--- src/design/prts_pkg.sv ---
// Shared types, widths and constants for the point rotate/translate/scale block.
// No dependencies; every other design file imports this package.
package prts_pkg;

    localparam int TW    = 32;          // trig value, Q30 signed
    localparam int CXW   = 33;          // CORDIC x/y working width
    localparam int CZW   = 32;          // CORDIC residual angle width
    localparam int CW    = 36;          // rotation intermediate coordinate width
    localparam int PW    = CW + TW;     // product width
    localparam int RW    = 56;          // divider remainder width
    localparam int QW    = 32;          // quotient bits
    localparam int NCELL = QW;          // cells in the chain

    localparam logic [1:0] ACT_ROTATE    = 2'd0;
    localparam logic [1:0] ACT_TRANSLATE = 2'd1;
    localparam logic [1:0] ACT_DISPLACE  = 2'd2;

    localparam logic [2:0] REG_ANGLE_X  = 3'd0;
    localparam logic [2:0] REG_ANGLE_Y  = 3'd1;
    localparam logic [2:0] REG_ANGLE_Z  = 3'd2;
    localparam logic [2:0] REG_OFFSET_X = 3'd3;
    localparam logic [2:0] REG_OFFSET_Y = 3'd4;
    localparam logic [2:0] REG_OFFSET_Z = 3'd5;

    localparam logic signed [CXW-1:0] CORDIC_START = 33'sh026DD3B6A;

    typedef struct packed {
        logic signed [CXW-1:0] x;
        logic signed [CXW-1:0] y;
        logic signed [CZW-1:0] z;
        logic [1:0]            quad;
    } cordic_t;

    typedef struct packed {
        logic [RW-1:0] rem;
        logic [31:0]   den;
        logic [QW-1:0] quo;
        logic          ovf;
        logic          zero;
        logic          neg;
        logic          ppos;
        logic          pneg;
    } div_t;

    typedef struct packed {
        logic [1:0]       action;
        logic [2:0][31:0] p;
        cordic_t [2:0]    cord;
        div_t [2:0]       dv;
    } cell_t;

    typedef struct packed {
        logic [1:0]         action;
        logic [2:0][31:0]   alt;
        logic               alt_flag;
        logic [2:0][TW-1:0] c;
        logic [2:0][TW-1:0] s;
    } side_t;

    function automatic logic signed [CZW-1:0] atan_val(input int i);
        case (i)
            0:       return 32'sh20000000;
            1:       return 32'sh12E4051D;
            2:       return 32'sh09FB385B;
            3:       return 32'sh051111D4;
            4:       return 32'sh028B0D43;
            5:       return 32'sh0145D7E1;
            6:       return 32'sh00A2F61E;
            7:       return 32'sh00517C55;
            8:       return 32'sh0028BE53;
            9:       return 32'sh00145F2E;
            10:      return 32'sh000A2F98;
            11:      return 32'sh000517CC;
            12:      return 32'sh00028BE6;
            13:      return 32'sh000145F3;
            14:      return 32'sh0000A2F9;
            15:      return 32'sh0000517C;
            16:      return 32'sh000028BE;
            17:      return 32'sh0000145F;
            18:      return 32'sh00000A2F;
            19:      return 32'sh00000517;
            20:      return 32'sh0000028B;
            21:      return 32'sh00000145;
            22:      return 32'sh000000A2;
            23:      return 32'sh00000051;
            24:      return 32'sh00000028;
            25:      return 32'sh00000014;
            26:      return 32'sh0000000A;
            27:      return 32'sh00000005;
            28:      return 32'sh00000002;
            29:      return 32'sh00000001;
            default: return 32'sh00000000;
        endcase
    endfunction

endpackage

--- src/design/prts_cell.sv ---
// One cell of the chain: one restoring-division quotient bit per axis and,
// if STAGE < CORDIC_STAGES, a CORDIC iteration per angle. Depends on prts_pkg.
module prts_cell
    import prts_pkg::*;
#(
    parameter int STAGE         = 0,
    parameter int CORDIC_STAGES = 18
)
(
    input  logic  clk,
    input  logic  rst_n,
    input  logic  in_valid,
    output logic  in_ready,
    input  cell_t in_data,
    output logic  out_valid,
    input  logic  out_ready,
    output cell_t out_data
);

    localparam int QB = QW - 1 - STAGE;
    localparam logic signed [CZW-1:0] ATAN = atan_val(STAGE);

    logic  valid_reg;
    cell_t data_reg;
    cell_t data_next;
    logic  adv;
    logic signed [CXW-1:0] xs [3];
    logic signed [CXW-1:0] ys [3];
    logic [63:0] dsh [3];

    assign adv       = !valid_reg || out_ready;
    assign in_ready  = adv;
    assign out_valid = valid_reg;
    assign out_data  = data_reg;

    always_comb
    begin
        data_next = in_data;
        for (int a = 0; a < 3; a++)
        begin
            xs[a]  = $signed(in_data.cord[a].x) >>> STAGE;
            ys[a]  = $signed(in_data.cord[a].y) >>> STAGE;
            dsh[a] = 64'(in_data.dv[a].den) << QB;
            if (STAGE < CORDIC_STAGES)
            begin
                if ($signed(in_data.cord[a].z) >= 0)
                begin
                    data_next.cord[a].x = $signed(in_data.cord[a].x) - ys[a];
                    data_next.cord[a].y = $signed(in_data.cord[a].y) + xs[a];
                    data_next.cord[a].z = $signed(in_data.cord[a].z) - ATAN;
                end
                else
                begin
                    data_next.cord[a].x = $signed(in_data.cord[a].x) + ys[a];
                    data_next.cord[a].y = $signed(in_data.cord[a].y) - xs[a];
                    data_next.cord[a].z = $signed(in_data.cord[a].z) + ATAN;
                end
            end
            if (64'(in_data.dv[a].rem) >= dsh[a])
            begin
                data_next.dv[a].rem     = in_data.dv[a].rem - RW'(dsh[a]);
                data_next.dv[a].quo[QB] = 1'b1;
            end
        end
    end

    always_ff @(posedge clk or negedge rst_n)
    begin
        if (!rst_n)
            valid_reg <= 1'b0;
        else if (adv)
            valid_reg <= in_valid;
    end

    always_ff @(posedge clk)
    begin
        if (adv)
            data_reg <= data_next;
    end

endmodule

--- config.mk ---
export PLATFORM = sky130hd
export DESIGN_NAME = prts_cell
export DESIGN_NICKNAME = d
export VERILOG_FILES = /design/src/design/prts_pkg.sv /design/src/design/prts_cell.sv
export SDC_FILE = /design/constraint.sdc
export NUM_CORES = 1
export LEC_CHECK = 0
export CAP_MARGIN = 20
export CORE_AREA = 2 2 610 612
export DETAILED_ROUTE_END_ITERATION = 7
export DIE_AREA = 0 0 612 614
export DONT_BUFFER_PORTS = 1
export HOLD_SLACK_MARGIN = 0.03
export PLACE_DENSITY_LB_ADDON = 0.3
export SKIP_CTS_REPAIR_TIMING = 1
export SYNTH_ARGS = -nofsm -noshare
export SYNTH_HDL_FRONTEND = slang
export SYNTH_SLANG_ARGS = --single-unit
--- constraint.sdc ---
create_clock -name clk -period 24.6 [get_ports clk]
set_clock_uncertainty 0.1 [all_clocks]
set_input_delay 3.69 -clock clk [delete_from_list [all_inputs] [get_ports clk]]
set_output_delay 3.69 -clock clk [all_outputs]
set_load 0.01 [all_outputs]
==> results.cfg <==
[route]
num_vias = 35600
wl_per_cell_um = 33.8
first_iter_violations = 3621
post_drt_via_cell_ratio = 3.86
remaining_drc_errors = 0
firstDrtPassIters = 6
ant_nets = 0
finalWirelength_um = 312000

[clock_tree]
numCtsBuffers = 103
clockBufferDepth = 4
clock-sinks = 771
h-tree-depth = 3
tritoncts = built
clkLatencyLatePin_ns = 0.81
cts-root-buf = clkbuf_16
clk_pin_slew_ns = 0.07

[pwr]
clkPwrFrac = 0.380
p_sw_uw = 1440
power_density_nw_per_um2 = 77.1
power.internal_uw = 2770
leakagePower_uw = 0.0198
p_comb_frac = 0.162
ir_drop_uv = 55.5
power_uw = 4210
switching_share = 0.343
seqPwrFrac = 0.458

[critical_path]
crit_arrival_ns = 9.38
crit_chain = nand2b_4 > buf_12 > buf_4 > buf_4 > buf_4 > buf_4 > buf_4 > buf_4
slowest_stage = buf_4
r2r_slack_ns = 18.01
worstReg2RegEnd = out_data[221]
cp-start-kind = input pin
worstPathRequired_ns = 24.95
critPathKind = input pin to flop
regToRegStartpoint = out_valid
endpoint_kind = flop
cpPeakStageDelay_ns = 0.80
rr_worst_depth = 8
cpMostUsedCell = buf_4
cp_max_fo = 78

[synthesis]
syn_inst = 4105
ys.warnings.count = 0
avgSynthCellArea_um2 = 11.0
yosysSeqAreaShare = 0.514
syn_area_um2 = 45000
yosysMostFrequentCell = edfxtp_1
netlist_top_cells_count = 770 x edfxtp_1, 404 x a21oi_1, 398 x inv_1
synth_edf_count = 770
synth.top_cell.area_share = 0.513
synth-main-ff-cell = edfxtp_1
ys_types = 87
synthesis.nets = 5287
ys_seq_elements = 771
async_reset_ff_frac = 0.00130
synth_top_cell_by_area = edfxtp_1
synth.area.top_cells = edfxtp_1 51%, ha_1 11%, a21oi_1 4.5%

[floorplanning]
die_x_um = 612
fp-row-count = 224
start_util = 0.122
core_area_um2 = 370000
die_area_um2 = 376000
die_h_um = 614
io_pins = 1552

[place]
dpl_cell_area_um2 = 51000
dp_hpwl_um = 268000
numPortBuffers = 0
place_congestion = 0.962

[finish]
post-route-cell-area_um2 = 54600
final_core_util = 0.147
syn_to_final_growth_pct = 21.2
fillCellCount = 41400
layout-drive-gt1-share = 0.0656
nets = 5276
multiInputGateArea_um2 = 19800
seqCellArea_um2 = 23100

[run]
cap_violations = 0

[outcome]
status = complete, no violations

[timing]
worst_slew_pin_slew_ns = 1.37
hold_ws_ns = 0.997
maxSlewHeadroom = 0.0787
drv_slew = 0
rsz0062_at_grt = false
period_share = 0.367
hold_viol_final = 0
fin_setup_tns_ns = 0
final-setup-viol-count = 0
max_freq_mhz = 111
min_period_ns = 9.03

[global_routing]
overflow = 0
antenna_found_initial = 165
grt_pass1_wl_um = 382000
grt_pass1_vias = 33200
grt_use_total = 0.157
grt_max_degree = 88

[min_path]
worstHoldPathCells = 2
hold_end = out_valid
worstHoldStart = out_valid
hold_path.class = flop to flop
-- cells by family after synthesis --
kind of cell,after synthesis,share of synthesized area
flops,771,0.514
xor+xnor,247,0.0480
mux,75,0.0176
fa+ha+maj,405,0.115
buf+inv,561,0.0478
simple gates,872,0.0911
compound gates,1174,0.166
-- worst max-delay path: cells and delay by family --
| family | cells | cell delay, ns |
|---|---|---|
| AND/OR/NAND/NOR | 1 | 0.55 |
| buffers and inverters | 7 | 4.79 |
-- layout make-up --
class	count	area share
antenna	67	0.00307
timing repair buffer	29	0.00445
inverter	416	0.0286
sequential	771	0.424
multi-input combinational	2773	0.362
tap	4972	0.114
clock buffer	114	0.0480
clock inverter	73	0.0153
-- power by group through the flow --
stage	combinational, uW	sequential [uW]	clock (uW)
after floorplan	446	1790	0
after global placement	678	1960	0
after detailed placement	675	1960	0
after CTS	683	1930	1670
after global routing	743	1940	1700
final	682	1930	1600
-- through the flow --
| step | cells | setup WS (ns) |
|---|---|---|
| after floorplan | 4105 | 7.54 |
| after global placement | 8959 | 14.95 |
| after detailed placement | 8961 | 14.80 |
| after CTS | 9148 | 15.72 |
| after global routing | 9174 | 15.23 |
| final | 9215 | 15.57 |
-- sequential cells by signal (all words and copies together), names as in the netlist --
name / cells
out_valid: 1
out_data: 770
-- how the worst max path moves through the flow --
stage	from	end	slack, ns	cells past startpoint
after floorplan	out_ready	in_ready	7.54	1
after CTS	out_ready	out_data[172]	15.72	8
final	out_ready	out_data[221]	15.57	8
after global routing	out_ready	out_data[237]	15.23	8
after global placement	out_ready	out_data[168]	14.95	8
after detailed placement	out_ready	out_data[597]	14.80	8
-- metal layers --
| layer | routed length [um] | vias to the layer above | track usage |
|---|---|---|---|
| met5 | 466 | - | 0 |
| met4 | 21600 | 66 | 0.0936 |
| met3 | 39000 | 515 | 0.0793 |
| met2 | 144000 | 2093 | 0.254 |
| met1 | 107000 | 17900 | 0.162 |
| li1 | - | 15100 | - |
-- cell usage in the layout, fill, tap and decap left out, drive strengths merged, types with 15 or more instances in the layout --
cell type  count
edfxtp       770
ha           390
clkbuf       114
a21oi        406
a21o          85
diode         67
a211oi        37
buf           29
mux2i         42
nor4          50
xnor2        212
nand3         54
fa            15
nand2        203
o21ai        247
inv          420
clkinv        49
a31oi         27
xor2          35
o31ai         32
nand4         44
nor3          57
o21a          34
nor2b         40
o21bai        75
mux2          33
nor2         305
o211ai        33
nand2b        35
a221oi        22
and3          19
Power figures use the tool's default switching activity.
